### src/single_tube_time_display_sequencer_unit_macros.svh
// Assertion helpers for the sequencer RTL.
`ifndef SINGLE_TUBE_TIME_DISPLAY_SEQUENCER_UNIT_MACROS_SVH
`define SINGLE_TUBE_TIME_DISPLAY_SEQUENCER_UNIT_MACROS_SVH

// Check out of reset only.
`define STDSS_ASSERT(lbl, prop, msg) \
  lbl: assert property (@(posedge clk) disable iff (!rst_n) prop) else $error(msg);

// Check on every edge, reset included.
`define STDSS_ASSERT_ALWAYS(lbl, prop, msg) \
  lbl: assert property (@(posedge clk) prop) else $error(msg);

`endif

### src/stdss_pkg.sv
package stdss_pkg;

  typedef struct packed {
    logic [10:0] wake_minute;
    logic [10:0] sleep_minute;
    logic        led_animated;
    logic [15:0] intro_period;
    logic [15:0] digit_period;
    logic [15:0] pause_period;
  } cfg_t;

  typedef struct packed {
    logic       mode;
    logic [4:0] hour;
    logic [5:0] minute;
    logic [7:0] repeat_count;
  } in_beat_t;

  typedef struct packed {
    logic [3:0] digit;
    logic       tube_lit;
    logic [2:0] led_action;
    logic       busy_res;
  } out_beat_t;

  localparam logic [2:0] CFG_WAKE_MINUTE  = 3'd0;
  localparam logic [2:0] CFG_SLEEP_MINUTE = 3'd1;
  localparam logic [2:0] CFG_LED_ANIMATED = 3'd2;
  localparam logic [2:0] CFG_INTRO_PERIOD = 3'd3;
  localparam logic [2:0] CFG_DIGIT_PERIOD = 3'd4;
  localparam logic [2:0] CFG_PAUSE_PERIOD = 3'd5;

  localparam logic [10:0] WAKE_MINUTE_RST  = 11'd0;
  localparam logic [10:0] SLEEP_MINUTE_RST = 11'd1439;
  localparam logic [15:0] INTRO_PERIOD_RST = 16'd50;
  localparam logic [15:0] DIGIT_PERIOD_RST = 16'd300;
  localparam logic [15:0] PAUSE_PERIOD_RST = 16'd2000;

  localparam logic [2:0] PH_IDLE    = 3'd0;
  localparam logic [2:0] PH_INIT    = 3'd1;
  localparam logic [2:0] PH_INTRO   = 3'd2;
  localparam logic [2:0] PH_SHOW    = 3'd3;
  localparam logic [2:0] PH_PAUSE   = 3'd4;
  localparam logic [2:0] PH_CLEANUP = 3'd5;

  localparam logic [2:0] LED_NONE     = 3'd0;
  localparam logic [2:0] LED_OFF      = 3'd1;
  localparam logic [2:0] LED_LOCK     = 3'd2;
  localparam logic [2:0] LED_LOCK_ON  = 3'd3;
  localparam logic [2:0] LED_RESTORE  = 3'd4;

  localparam logic [3:0] INTRO_START  = 4'd9;
  localparam logic [3:0] INTRO_LAST   = 4'd9;

  // Exact for values below 64: v * 205 / 2048.
  function automatic logic [3:0] div10(input logic [5:0] v);
    logic [13:0] p;
    p = {8'd0, v} * 14'd205;
    return {1'b0, p[13:11]};
  endfunction

  function automatic logic [3:0] mod10(input logic [5:0] v);
    logic [5:0] q;
    logic [5:0] r;
    q = {2'b00, div10(v)};
    r = v - q * 6'd10;
    return r[3:0];
  endfunction

endpackage

### src/stdss_in_if.sv
interface stdss_in_if;
  logic       valid;
  logic       ready;
  logic       mode;
  logic [4:0] hour;
  logic [5:0] minute;
  logic [7:0] repeat_count;

  modport source (output valid, output mode, output hour, output minute,
                  output repeat_count, input ready);
  modport sink (input valid, input mode, input hour, input minute,
                input repeat_count, output ready);
endinterface

### src/stdss_out_if.sv
interface stdss_out_if;
  logic       valid;
  logic       ready;
  logic [3:0] digit;
  logic       tube_lit;
  logic [2:0] led_action;
  logic       busy_res;

  modport source (output valid, output digit, output tube_lit, output led_action,
                  output busy_res, input ready);
  modport sink (input valid, input digit, input tube_lit, input led_action,
                input busy_res, output ready);
endinterface

### src/stdss_cfg_regs.sv
module stdss_cfg_regs (
  input  logic                clk,
  input  logic                rst_n,
  input  logic                cfg_we,
  input  logic [2:0]          cfg_index,
  input  logic [15:0]         cfg_wdata,
  output stdss_pkg::cfg_t     cfg
);

  stdss_pkg::cfg_t cfg_r;
  stdss_pkg::cfg_t cfg_nxt;

  always_comb begin
    cfg_nxt = cfg_r;
    if (cfg_we) begin
      case (cfg_index)
        stdss_pkg::CFG_WAKE_MINUTE:  cfg_nxt.wake_minute  = cfg_wdata[10:0];
        stdss_pkg::CFG_SLEEP_MINUTE: cfg_nxt.sleep_minute = cfg_wdata[10:0];
        stdss_pkg::CFG_LED_ANIMATED: cfg_nxt.led_animated = cfg_wdata[0];
        stdss_pkg::CFG_INTRO_PERIOD: cfg_nxt.intro_period = cfg_wdata;
        stdss_pkg::CFG_DIGIT_PERIOD: cfg_nxt.digit_period = cfg_wdata;
        stdss_pkg::CFG_PAUSE_PERIOD: cfg_nxt.pause_period = cfg_wdata;
        default: cfg_nxt = cfg_r;
      endcase
    end
  end

  always_ff @(posedge clk) begin
    if (!rst_n) begin
      cfg_r.wake_minute  <= stdss_pkg::WAKE_MINUTE_RST;
      cfg_r.sleep_minute <= stdss_pkg::SLEEP_MINUTE_RST;
      cfg_r.led_animated <= 1'b0;
      cfg_r.intro_period <= stdss_pkg::INTRO_PERIOD_RST;
      cfg_r.digit_period <= stdss_pkg::DIGIT_PERIOD_RST;
      cfg_r.pause_period <= stdss_pkg::PAUSE_PERIOD_RST;
    end else begin
      cfg_r <= cfg_nxt;
    end
  end

  assign cfg = cfg_r;

endmodule

### src/stdss_core.sv
module stdss_core (
  input  logic                 clk,
  input  logic                 rst_n,
  input  logic                 step_en,
  input  stdss_pkg::in_beat_t  item,
  input  stdss_pkg::cfg_t      cfg,
  output stdss_pkg::out_beat_t res
);

  logic [2:0]  phase_r, phase_nxt;
  logic [3:0]  frame_r, frame_nxt;
  logic [7:0]  shows_r, shows_nxt;
  logic [15:0] elapsed_r, elapsed_nxt;
  logic [4:0]  hour_r, hour_nxt;
  logic [5:0]  minute_r, minute_nxt;
  logic [7:0]  target_r, target_nxt;
  logic [3:0]  shown_r, shown_nxt;
  logic        lit_r, lit_nxt;

  logic [2:0]  led;
  logic [15:0] elapsed_inc;
  logic [10:0] minute_of_day;
  logic        asleep;
  logic [7:0]  target_eff;
  logic        last_showing;

  assign elapsed_inc   = (elapsed_r == 16'hFFFF) ? elapsed_r : elapsed_r + 16'd1;
  assign minute_of_day = {hour_r, 6'b000000} - {4'b0000, hour_r, 2'b00}
                         + {5'b00000, minute_r};
  assign asleep = (cfg.wake_minute < cfg.sleep_minute)
                  ? (minute_of_day < cfg.wake_minute || minute_of_day > cfg.sleep_minute)
                  : (minute_of_day < cfg.wake_minute && minute_of_day > cfg.sleep_minute);
  assign target_eff   = (target_r == 8'd0) ? 8'd1 : target_r;
  assign last_showing = ({1'b0, shows_r} + 9'd1) >= {1'b0, target_eff};

  always_comb begin
    phase_nxt   = phase_r;
    frame_nxt   = frame_r;
    shows_nxt   = shows_r;
    elapsed_nxt = elapsed_r;
    hour_nxt    = hour_r;
    minute_nxt  = minute_r;
    target_nxt  = target_r;
    shown_nxt   = shown_r;
    lit_nxt     = lit_r;
    led         = stdss_pkg::LED_NONE;
    if (item.mode) begin
      hour_nxt    = item.hour;
      minute_nxt  = item.minute;
      target_nxt  = item.repeat_count;
      frame_nxt   = 4'd0;
      shows_nxt   = 8'd0;
      elapsed_nxt = 16'd0;
      phase_nxt   = stdss_pkg::PH_INIT;
    end else begin
      elapsed_nxt = elapsed_inc;
      case (phase_r)
        stdss_pkg::PH_INIT: begin
          if (asleep) begin
            led       = stdss_pkg::LED_OFF;
            phase_nxt = stdss_pkg::PH_IDLE;
          end else begin
            led       = cfg.led_animated ? stdss_pkg::LED_LOCK_ON : stdss_pkg::LED_LOCK;
            phase_nxt = stdss_pkg::PH_INTRO;
          end
        end
        stdss_pkg::PH_INTRO: begin
          if (elapsed_inc >= cfg.intro_period) begin
            elapsed_nxt = 16'd0;
            if (frame_r > stdss_pkg::INTRO_LAST) begin
              frame_nxt = 4'd0;
              lit_nxt   = 1'b0;
              phase_nxt = stdss_pkg::PH_SHOW;
            end else begin
              shown_nxt = stdss_pkg::INTRO_START - frame_r;
              lit_nxt   = 1'b1;
              frame_nxt = frame_r + 4'd1;
            end
          end
        end
        stdss_pkg::PH_SHOW: begin
          if (elapsed_inc >= cfg.digit_period) begin
            elapsed_nxt = 16'd0;
            frame_nxt   = frame_r + 4'd1;
            case (frame_r)
              4'd0: begin
                shown_nxt = stdss_pkg::div10({1'b0, hour_r});
                lit_nxt   = 1'b1;
              end
              4'd2: begin
                shown_nxt = stdss_pkg::mod10({1'b0, hour_r});
                lit_nxt   = 1'b1;
              end
              4'd4: begin
                shown_nxt = stdss_pkg::div10(minute_r);
                lit_nxt   = 1'b1;
              end
              4'd6: begin
                shown_nxt = stdss_pkg::mod10(minute_r);
                lit_nxt   = 1'b1;
              end
              4'd1, 4'd3, 4'd5: lit_nxt = 1'b0;
              default: begin
                frame_nxt = 4'd0;
                lit_nxt   = 1'b0;
                phase_nxt = stdss_pkg::PH_PAUSE;
              end
            endcase
          end
        end
        stdss_pkg::PH_PAUSE: begin
          if (last_showing) begin
            phase_nxt = stdss_pkg::PH_CLEANUP;
          end else if (elapsed_inc >= cfg.pause_period) begin
            elapsed_nxt = 16'd0;
            shows_nxt   = shows_r + 8'd1;
            phase_nxt   = stdss_pkg::PH_SHOW;
          end
        end
        stdss_pkg::PH_CLEANUP: begin
          led       = stdss_pkg::LED_RESTORE;
          frame_nxt = 4'd0;
          shows_nxt = 8'd0;
          phase_nxt = stdss_pkg::PH_IDLE;
        end
        default: phase_nxt = stdss_pkg::PH_IDLE;
      endcase
    end
  end

  always_ff @(posedge clk) begin
    if (!rst_n) begin
      phase_r   <= stdss_pkg::PH_IDLE;
      frame_r   <= 4'd0;
      shows_r   <= 8'd0;
      elapsed_r <= 16'd0;
      hour_r    <= 5'd0;
      minute_r  <= 6'd0;
      target_r  <= 8'd0;
      shown_r   <= 4'd0;
      lit_r     <= 1'b0;
    end else if (step_en) begin
      phase_r   <= phase_nxt;
      frame_r   <= frame_nxt;
      shows_r   <= shows_nxt;
      elapsed_r <= elapsed_nxt;
      hour_r    <= hour_nxt;
      minute_r  <= minute_nxt;
      target_r  <= target_nxt;
      shown_r   <= shown_nxt;
      lit_r     <= lit_nxt;
    end
  end

  assign res.digit      = lit_nxt ? shown_nxt : 4'd0;
  assign res.tube_lit   = lit_nxt;
  assign res.led_action = led;
  assign res.busy_res   = (phase_nxt != stdss_pkg::PH_IDLE);

endmodule

### src/single_tube_time_display_sequencer_unit.sv
// Time display sequencer for a single tube.
// Input channel in_ch carries one beat per item: mode 1 is a show request with
// hour, minute and repeat_count; mode 0 is one tick that advances the sequence.
// Output channel out_ch returns exactly one beat per input beat: the digit and
// lit flag of the tube, the LED action of that step and the busy flag.
// Each input beat is registered, then one pass through the step logic writes
// its result into the output register.
// Throughput: 1 item per cycle while out_ch.ready is high; the state update
// of one step is a single pass through the step logic, so items follow back
// to back.
// Configuration: cfg_we writes cfg_wdata into register cfg_index (0 wake
// minute, 1 sleep minute, 2 LED animated, 3 intro, 4 digit, 5 pause period).
// Write only while no item is in flight.
// Reset (rst_n low, synchronous): both stages empty, sequence idle, registers
// back to their defaults.
// When out_ch.ready is low the output beat holds; an empty input register takes
// one more beat, then in_ch.ready stays low until the output drains.
module single_tube_time_display_sequencer_unit (
  input  logic               clk,
  input  logic               rst_n,
  stdss_in_if.sink           in_ch,
  stdss_out_if.source        out_ch,
  input  logic               cfg_we,
  input  logic [2:0]         cfg_index,
  input  logic [15:0]        cfg_wdata
);

`include "single_tube_time_display_sequencer_unit_macros.svh"

  stdss_pkg::cfg_t      cfg;
  stdss_pkg::in_beat_t  in_beat_r;
  stdss_pkg::out_beat_t step_res;
  stdss_pkg::out_beat_t out_beat_r;
  logic                 in_valid_r;
  logic                 out_valid_r;
  logic                 advance;

  assign advance     = in_valid_r && (!out_valid_r || out_ch.ready);
  assign in_ch.ready = !in_valid_r || advance;

  stdss_cfg_regs u_cfg (
    .clk       (clk),
    .rst_n     (rst_n),
    .cfg_we    (cfg_we),
    .cfg_index (cfg_index),
    .cfg_wdata (cfg_wdata),
    .cfg       (cfg)
  );

  stdss_core u_core (
    .clk     (clk),
    .rst_n   (rst_n),
    .step_en (advance),
    .item    (in_beat_r),
    .cfg     (cfg),
    .res     (step_res)
  );

  always_ff @(posedge clk) begin
    if (!rst_n) begin
      in_valid_r <= 1'b0;
    end else if (in_ch.ready) begin
      in_valid_r <= in_ch.valid;
    end
  end

  always_ff @(posedge clk) begin
    if (in_ch.ready && in_ch.valid) begin
      in_beat_r.mode         <= in_ch.mode;
      in_beat_r.hour         <= in_ch.hour;
      in_beat_r.minute       <= in_ch.minute;
      in_beat_r.repeat_count <= in_ch.repeat_count;
    end
  end

  always_ff @(posedge clk) begin
    if (!rst_n) begin
      out_valid_r <= 1'b0;
    end else if (advance) begin
      out_valid_r <= 1'b1;
    end else if (out_ch.ready) begin
      out_valid_r <= 1'b0;
    end
  end

  always_ff @(posedge clk) begin
    if (advance) begin
      out_beat_r <= step_res;
    end
  end

  assign out_ch.valid      = out_valid_r;
  assign out_ch.digit      = out_beat_r.digit;
  assign out_ch.tube_lit   = out_beat_r.tube_lit;
  assign out_ch.led_action = out_beat_r.led_action;
  assign out_ch.busy_res   = out_beat_r.busy_res;

  `STDSS_ASSERT(a_step_lands, advance |=> out_valid_r, "stepped beat missing at output")
  `STDSS_ASSERT(a_blank_digit, out_valid_r && !out_beat_r.tube_lit |-> out_beat_r.digit == 4'd0, "blank tube with nonzero digit")
  `STDSS_ASSERT(a_led_code, out_valid_r |-> out_beat_r.led_action <= stdss_pkg::LED_RESTORE, "LED action out of range")
  `STDSS_ASSERT(a_stall_blocks, in_valid_r && out_valid_r && !out_ch.ready |-> !in_ch.ready, "input taken while both stages full")
  `STDSS_ASSERT_ALWAYS(a_reset_empty, !rst_n |=> !in_valid_r && !out_valid_r, "stages not empty after reset")

endmodule

### src/flat_wrapper.sv
// flat-port wrapper written by rule: the top's interface ports become plain ports
module single_tube_time_display_sequencer_unit_flat 
  (clk, rst_n, cfg_we, cfg_index, cfg_wdata, in_ch_valid, in_ch_mode, in_ch_hour, in_ch_minute, in_ch_repeat_count, in_ch_ready, out_ch_valid, out_ch_digit, out_ch_tube_lit, out_ch_led_action, out_ch_busy_res, out_ch_ready);
  stdss_in_if in_ch_i ();
  stdss_out_if out_ch_i ();
  input  logic clk;
  input  logic rst_n;
  input  logic cfg_we;
  input  logic [2:0] cfg_index;
  input  logic [15:0] cfg_wdata;
  input wire logic [$bits(in_ch_i.valid)-1:0] in_ch_valid;
  input wire logic [$bits(in_ch_i.mode)-1:0] in_ch_mode;
  input wire logic [$bits(in_ch_i.hour)-1:0] in_ch_hour;
  input wire logic [$bits(in_ch_i.minute)-1:0] in_ch_minute;
  input wire logic [$bits(in_ch_i.repeat_count)-1:0] in_ch_repeat_count;
  output wire logic [$bits(in_ch_i.ready)-1:0] in_ch_ready;
  output wire logic [$bits(out_ch_i.valid)-1:0] out_ch_valid;
  output wire logic [$bits(out_ch_i.digit)-1:0] out_ch_digit;
  output wire logic [$bits(out_ch_i.tube_lit)-1:0] out_ch_tube_lit;
  output wire logic [$bits(out_ch_i.led_action)-1:0] out_ch_led_action;
  output wire logic [$bits(out_ch_i.busy_res)-1:0] out_ch_busy_res;
  input wire logic [$bits(out_ch_i.ready)-1:0] out_ch_ready;
  assign in_ch_i.valid = in_ch_valid;
  assign in_ch_i.mode = in_ch_mode;
  assign in_ch_i.hour = in_ch_hour;
  assign in_ch_i.minute = in_ch_minute;
  assign in_ch_i.repeat_count = in_ch_repeat_count;
  assign in_ch_ready = in_ch_i.ready;
  assign out_ch_valid = out_ch_i.valid;
  assign out_ch_digit = out_ch_i.digit;
  assign out_ch_tube_lit = out_ch_i.tube_lit;
  assign out_ch_led_action = out_ch_i.led_action;
  assign out_ch_busy_res = out_ch_i.busy_res;
  assign out_ch_i.ready = out_ch_ready;
  single_tube_time_display_sequencer_unit u_core (.clk(clk), .rst_n(rst_n), .in_ch(in_ch_i), .out_ch(out_ch_i), .cfg_we(cfg_we), .cfg_index(cfg_index), .cfg_wdata(cfg_wdata));
endmodule
### config.mk
export PLATFORM = sky130hd
export DESIGN_NAME = single_tube_time_display_sequencer_unit_flat
export DESIGN_NICKNAME = d
export VERILOG_FILES = /design/src/stdss_pkg.sv /design/src/stdss_in_if.sv /design/src/stdss_out_if.sv /design/src/stdss_cfg_regs.sv /design/src/stdss_core.sv /design/src/single_tube_time_display_sequencer_unit.sv /design/src/flat_wrapper.sv
export VERILOG_INCLUDE_DIRS = /design/src /design/src/src
export SDC_FILE = /design/constraint.sdc
export NUM_CORES = 1
export LEC_CHECK = 0
export BUFFER_PORTS_ARGS = -buffer_cell sky130_fd_sc_hd__buf_4
export CAP_MARGIN = 10
export CORE_ASPECT_RATIO = 1.5
export CORE_MARGIN = 3
export CORE_UTILIZATION = 25
export DETAILED_ROUTE_END_ITERATION = 8
export GPL_ROUTABILITY_DRIVEN = 0
export PLACE_DENSITY_LB_ADDON = 0.08
export REMOVE_ABC_BUFFERS = 1
export SYNTH_ARGS = -nofsm -noshare
export SYNTH_HDL_FRONTEND = slang
export SYNTH_SLANG_ARGS = --single-unit
### constraint.sdc
create_clock -name clk -period 7.66 [get_ports clk]
set_input_delay 0.383 -clock clk [delete_from_list [all_inputs] [get_ports clk]]
set_output_delay 0.383 -clock clk [all_outputs]
set_load 0.01 [all_outputs]
Word level (Yosys, flattened, before mapping)
Index checks and enable logic that the tools add are counted.
{ "word_totals": {"elab_cells": 138, "regBits": 157, "in_bits": 44, "output_inout_bits": 11} }
{ "op_classes": {"addsub": 9, "magnitude_cmp": 8, "n_reduce_logical": 26, "mul": 4, "n_eq_ne": 21, "mux": 45} }
{ "op_table": {"columns": ["cell", "n"], "rows": [
  ["$mux 16", 6],
  ["$ge 16x16->1", 3],
  ["$pmux 16 s3", 1],
  ["$mux 4", 9],
  ["$mux 8", 4],
  ["$lt 11x11->1", 2],
  ["$mux 3", 7],
  ["$add 16x1->16 const B", 1],
  ["$eq 16x16->1 const B", 1],
  ["$pmux 4 s4", 1],
  ["$pmux 8 s2", 1],
  ["$mul 6x8->14 const B", 1],
  ["$reduce_and 2->1", 7],
  ["$mul 5x8->13 const B", 1],
  ["$eq 3x2->1 const B", 4],
  ["$eq 3x3->1 const B", 4],
  ["$eq 4x3->1 const B", 3],
  ["$ne 3x2->1 const B", 4],
  ["$pmux 3 s4", 1],
  ["$pmux 4 s3", 1],
  ["$add 11x6->11", 1],
  ["$gt 11x11->1", 1],
  ["$sub 11x7->11", 1],
  ["$add 8x1->9 const B", 1],
  ["other kinds (28)", 47]
]} }

Logic depth before layout (Yosys ltp)
{ "depth": {"depth_word": 9, "depth_mapped": 19, "ltp_nobuf": 19} }

By module
Synthesis repeated with hierarchy kept, for this count alone.
{ "hier_totals": {"hier_cells": 1194, "area_unflattened_um2": 10692.8} }
{ "modules_own_cells": {"columns": ["mod", "n_inst", "area_per_inst_um2", "cells_each"], "rows": [
  ["stdss_core", 1, 6920.4, 884],
  ["stdss_cfg_regs", 1, 2797.7, 272],
  ["single_tube_time_display_sequencer_unit", 1, 974.7, 38]
]} }

Worst setup path before layout
Ideal clock, no wire load.
{ "synth_path": {"kind": "reg-to-reg", "start": "reg u_core.u_core.minute_r[4]", "end": "reg u_core.out_beat_r (netlist bit u_core.out_ch.digit[3]) (data pin)", "slack_ns": 3.383, "required_ns": 7.522, "path_buffers": 0, "synth_period_minus_slack_ns": 4.277, "stages_incl_launch_ff": 19, "t_arrival_ns": 4.138, "setup_ns": 0.138, "cell_sequence": "dfxtp_1 -> inv_1 -> ha_1 -> inv_1 -> fa_1 -> fa_1 -> ha_1 -> a2111oi_0 -> o21ai_1 -> o22ai_2 -> o21ba_1 -> xor2_1 -> fa_1 -> xor2_1 -> xnor2_1 -> xnor2_1 -> mux2i_1 -> o32a_1 -> nor2_1"} }
{ "synth_via": {"elab_chain_len": 7} }
{ "synth_lines": {"columns": ["element", "line", "rtl"], "rows": [
  ["start, declared", "stdss_core.sv:15", "logic [5:0] minute_r, minute_nxt;"],
  ["start signal, assigned", "stdss_core.sv:148", "minute_r <= minute_nxt;"],
  ["$mul 6x8->14", "stdss_pkg.sv:58", "p = {8'd0, v} * 14'd205;"],
  ["$mul 3x3->3", "stdss_pkg.sv:66", "r = v - q * 6'd10;"],
  ["$sub 4x4->4", "stdss_pkg.sv:66", null],
  ["$pmux 4 s4", "stdss_core.sv:85", "case (frame_r)"],
  ["$mux 4", "stdss_core.sv:82", "if (elapsed_inc >= cfg.digit_period) begin"],
  ["$pmux 4 s2", "stdss_core.sv:57", "case (phase_r)"],
  ["$mux 4", "stdss_core.sv:47", "if (item.mode) begin"],
  ["end signal, assigned", "single_tube_time_display_sequencer_unit.sv:88", "out_beat_r <= step_res;"],
  ["end, declared", "single_tube_time_display_sequencer_unit.sv:33", "stdss_pkg::out_beat_t out_beat_r;"]
]} }
No other way between the ends.
A chain may end at the register's enable or synchronous reset.

Worst setup path in the final report
Same ends and word-level chain as after synthesis.

==> results_dict.tcl <==
set metrics [dict create \
    worst_ep_arrival_time_ns 5.08 \
    skew_ns 0.0139 \
    timing.setup.tns_ns 0 \
    via_count 8264 \
    status "finished, final reports clean" \
    worstSetupEndpointType "flip-flop" \
    leakage_nw 5.01 \
    worst_hold_path_type "input pin to flip-flop" \
    count_of_unique_library_cells_instantiated_by_yosys 79 \
    crit_slowest_cell "dfxtp_1" \
    count_of_flip_flops_with_a_built_in_enable_after_synthesis 29 \
    drtIter0Drc 317 \
    timing.critical_path.from_type "flip-flop" \
    post-cts-setup-buffers 0 \
    path_depth 18 \
    cts_sinks 157 \
    predominant_post_synthesis_flop_cell "dfxtp_1" \
    avgRoutedWirePerCell_um 17.6 \
    tritoncts.num_buffers 17 \
    internal_power_mw 1.46 \
    power_frac_seq_pct 43.3 \
    worst-setup-path-type "flip-flop to flip-flop" \
    num-nets-final 1441 \
    sw_frac_of_total_pct 28.9 \
    antenna_found_initial 0 \
    ir_drop_mv 0.149 \
    power.share.clock_pct 42.7 \
    io_buffer_count 54 \
    timing.final.crit_period_ns 4.76 \
    yosysTopAreaCellShare_pct 24.7 \
    rows 90 \
    global_route.overflow_total 0 \
    boundaryPins 55 \
    worst_r2r_endpoint "u_core.out_ch.digit[3]" \
    postLayoutCellArea_um2 11900 \
    critical_path_required_ns 7.98 \
    cts.clk_slew.worst_paths_ns 0.07 \
    slew_violations 0 \
    ys_ff_latch 157 \
    post_synth_instance_area_um2 10400 \
    pwrdens_nw_per_um2 173 \
    grt_util_all_layers_pct 14.4 \
    worstPathCellList "inv_1, ha_1, inv_1, fa_1, fa_1, ha_1, a2111oi_0, o21ai_1, o22ai_2, xnor2_1, ha_1, fa_1, xor2_1, xnor2_1, xnor2_1, mux2i_1, o32a_1, nor2_1" \
    synth.avg_cell_area_um2 8.62 \
    drt-total-wl_mm 31.0 \
    synth_most_common_cell "nand2_1" \
    num_antenna_cells 0 \
    setup_viol 0 \
    worst_path_max_stage_delay_ns 0.54 \
    share_comb_of_total_power_pct 14.1 \
    async_flop_share_pct 0 \
    postPlaceCellArea_um2 11300 \
    final_antenna_net_count 0 \
    detail_route.first_pass.iterations 5 \
    synth-seq-area-share_pct 33.1 \
    holdBufCountCts 0 \
    reg2reg_setup_slack_ns 2.90 \
    r2r_start "u_core.u_core.minute_r[4]" \
    fmaxAchievable_mhz 210 \
    final_critical_path_setup_slack_ns 2.90 \
    ctsResizeCount 0 \
    via_per_inst 4.71 \
    cts_root_buffer_type "clkbuf_16" \
    synth.area.top_cells "dfxtp_1 (25%), ha_1 (18%), nand2_1 (8.5%), edfxtp_1 (8.4%), a21boi_0 (5.1%)" \
    die_x_um 172 \
    post_synth_most_frequent_cells "nand2_1 (235), ha_1 (150), dfxtp_1 (128), inv_1 (108), a21boi_0 (70)" \
    post-dp-hpwl_mm 24.1 \
    grt_max_degree 70 \
    longest_clk_path_bufs 2 \
    die_footprint_um2 44000 \
    drc 0 \
    effective_utilization_at_floorplan_pct 25.5 \
    reg2regPathDepth 18 \
    clock_insertion_delay_at_the_later_pin_of_the_skew_report_ns 0.46 \
    final-hold-violation-count 0 \
    timing.critical_path.to "u_core.out_ch.digit[3]" \
    drive_above_1_share_pct 9.36 \
    synth_top_area_cell "dfxtp_1" \
    path_max_fanout 7 \
    unrepaired_setup_endpoints_after_global_routing "false" \
    critical_path_buf_inv_count 2 \
    drv_cap 0 \
    hold-worst-slack_ns 0.101 \
    grt_pass1_vias 8227 \
    dpl_worst_slack_ns 2.81 \
    tightestPinTransition_ns 1.01 \
    cp-startpoint "u_core.u_core.minute_r[4]" \
    yosys_warnings 0 \
    grt_pass1_wl_mm 47.3 \
    flow.area_growth_from_synthesis_pct 14.4 \
    dieHeight_um 255 \
    floorplan.core_area_um2 40500 \
    cts_tree "yes" \
    synthesis.instances 1202 \
    relSlewSlack_pct 32.8 \
    switch_pwr_mw 0.593 \
    post-route-period-util_pct 62.2 \
    crit_family "adder cells" \
    ctsHtreeMaxLevel 4 \
]
-- layout by cell type (no fill, tap or decap), drive strengths merged, types with 6 or more instances in the layout --
master | synthesis | routed
inv | 109 | 116
nor3 | 14 | 14
and2 | 9 | 9
fa | 10 | 10
o21a | 18 | 18
a21oi | 34 | 34
a31oi | 6 | 6
ha | 150 | 150
o21ai | 40 | 40
clkbuf | 36 | 20
edfxtp | 29 | 29
a21o | 11 | 11
xnor2 | 22 | 22
nand4 | 11 | 11
a21boi | 78 | 78
buf | 6 | 58
xor2 | 13 | 13
nor2 | 45 | 45
nand2b | 21 | 21
nor2b | 15 | 15
dfxtp | 128 | 128
a2111oi | 7 | 7
nand3 | 34 | 34
o211ai | 29 | 29
nand2 | 235 | 235
nor4 | 8 | 8
or3 | 9 | 9
-- layout make-up --
cell class	count	area, um^2
fill	4388	28700
multi-input combinational	893	6350
sequential	157	3430
tap	506	633
clock buffer	20	457
timing repair buffer	58	435
inverter	110	413
clock inverter	12	125
-- how the worst min path moves through the flow --
stage | from | to | slack [ns] | depth (start not counted)
2_1_floorplan | u_core.u_core.elapsed_r[10] | u_core.u_core.elapsed_r[10] | 0.44 | 2
3_3_place_gp | u_core.u_cfg.cfg[2] | u_core.u_cfg.cfg[2] | 0.45 | 2
3_5_place_dp | u_core.u_core.target_r[2] | u_core.u_core.target_r[2] | 0.46 | 2
4_1_cts | in_ch_hour[3] | u_core.in_beat_r[17] | 0.07 | 1
5_1_grt | in_ch_repeat_count[6] | u_core.in_beat_r[6] | 0.07 | 1
6_report | in_ch_repeat_count[6] | u_core.in_beat_r[6] | 0.10 | 1
-- registers in the layout, summed over array words and instances (netlist names), 5 cells and up --
register and count:
u_core.u_core.elapsed_r 16, u_core.u_core.shows_r 8, u_core.u_cfg.cfg 71, u_core.u_core.hour_r 5
u_core.u_core.target_r 8, u_core.in_beat_r 20, u_core.u_core.minute_r 6
-- power groups by stage --
stage / combinational, mW / sequential (mW) / clock [mW]
4_1_cts: 0.300 / 0.888 / 0.907
3_3_place_gp: 0.299 / 0.906 / 0
6_report: 0.288 / 0.887 / 0.874
2_1_floorplan: 0.175 / 0.900 / 0
3_5_place_dp: 0.298 / 0.907 / 0
5_1_grt: 0.330 / 0.890 / 0.932
-- per-layer routing --
layer  wire length (um)  vias to the layer above  track usage (%)  share of wire (%)
met5                  0                        -                0                  0
met4                660                        0             5.14                2.1
met3                679                       28             2.24                2.2
met2              17500                       88             28.8                 56
met1              12200                     3895             14.9                 39
li1                   -                     4253                -                  -
-- through the flow --
step | util, % | instances | power [mW]
finish | 29.2 | 1756 | 2.05
global route | 29.2 | 1756 | 2.15
CTS | 29.2 | 1756 | 2.09
detailed placement | 27.8 | 1724 | 1.20
global placement | 27.8 | 1724 | 1.21
floorplan | - | 1160 | 1.08
-- logic make-up (layout without fill, tap and decap cells) --
kind of cell	count (synthesis)	count (layout)	synth area share, %
buffers and inverters	152	200	5.57
DFF	157	157	33.1
muxes	8	8	0.809
and+or+nand+nor	424	424	18.9
AOI/OAI and AO/OA	265	265	18.4
xor gates and xnor gates	35	35	3.03
adders and majority gates	161	161	20.2
Note: power is estimated with default switching activity, not from simulation.
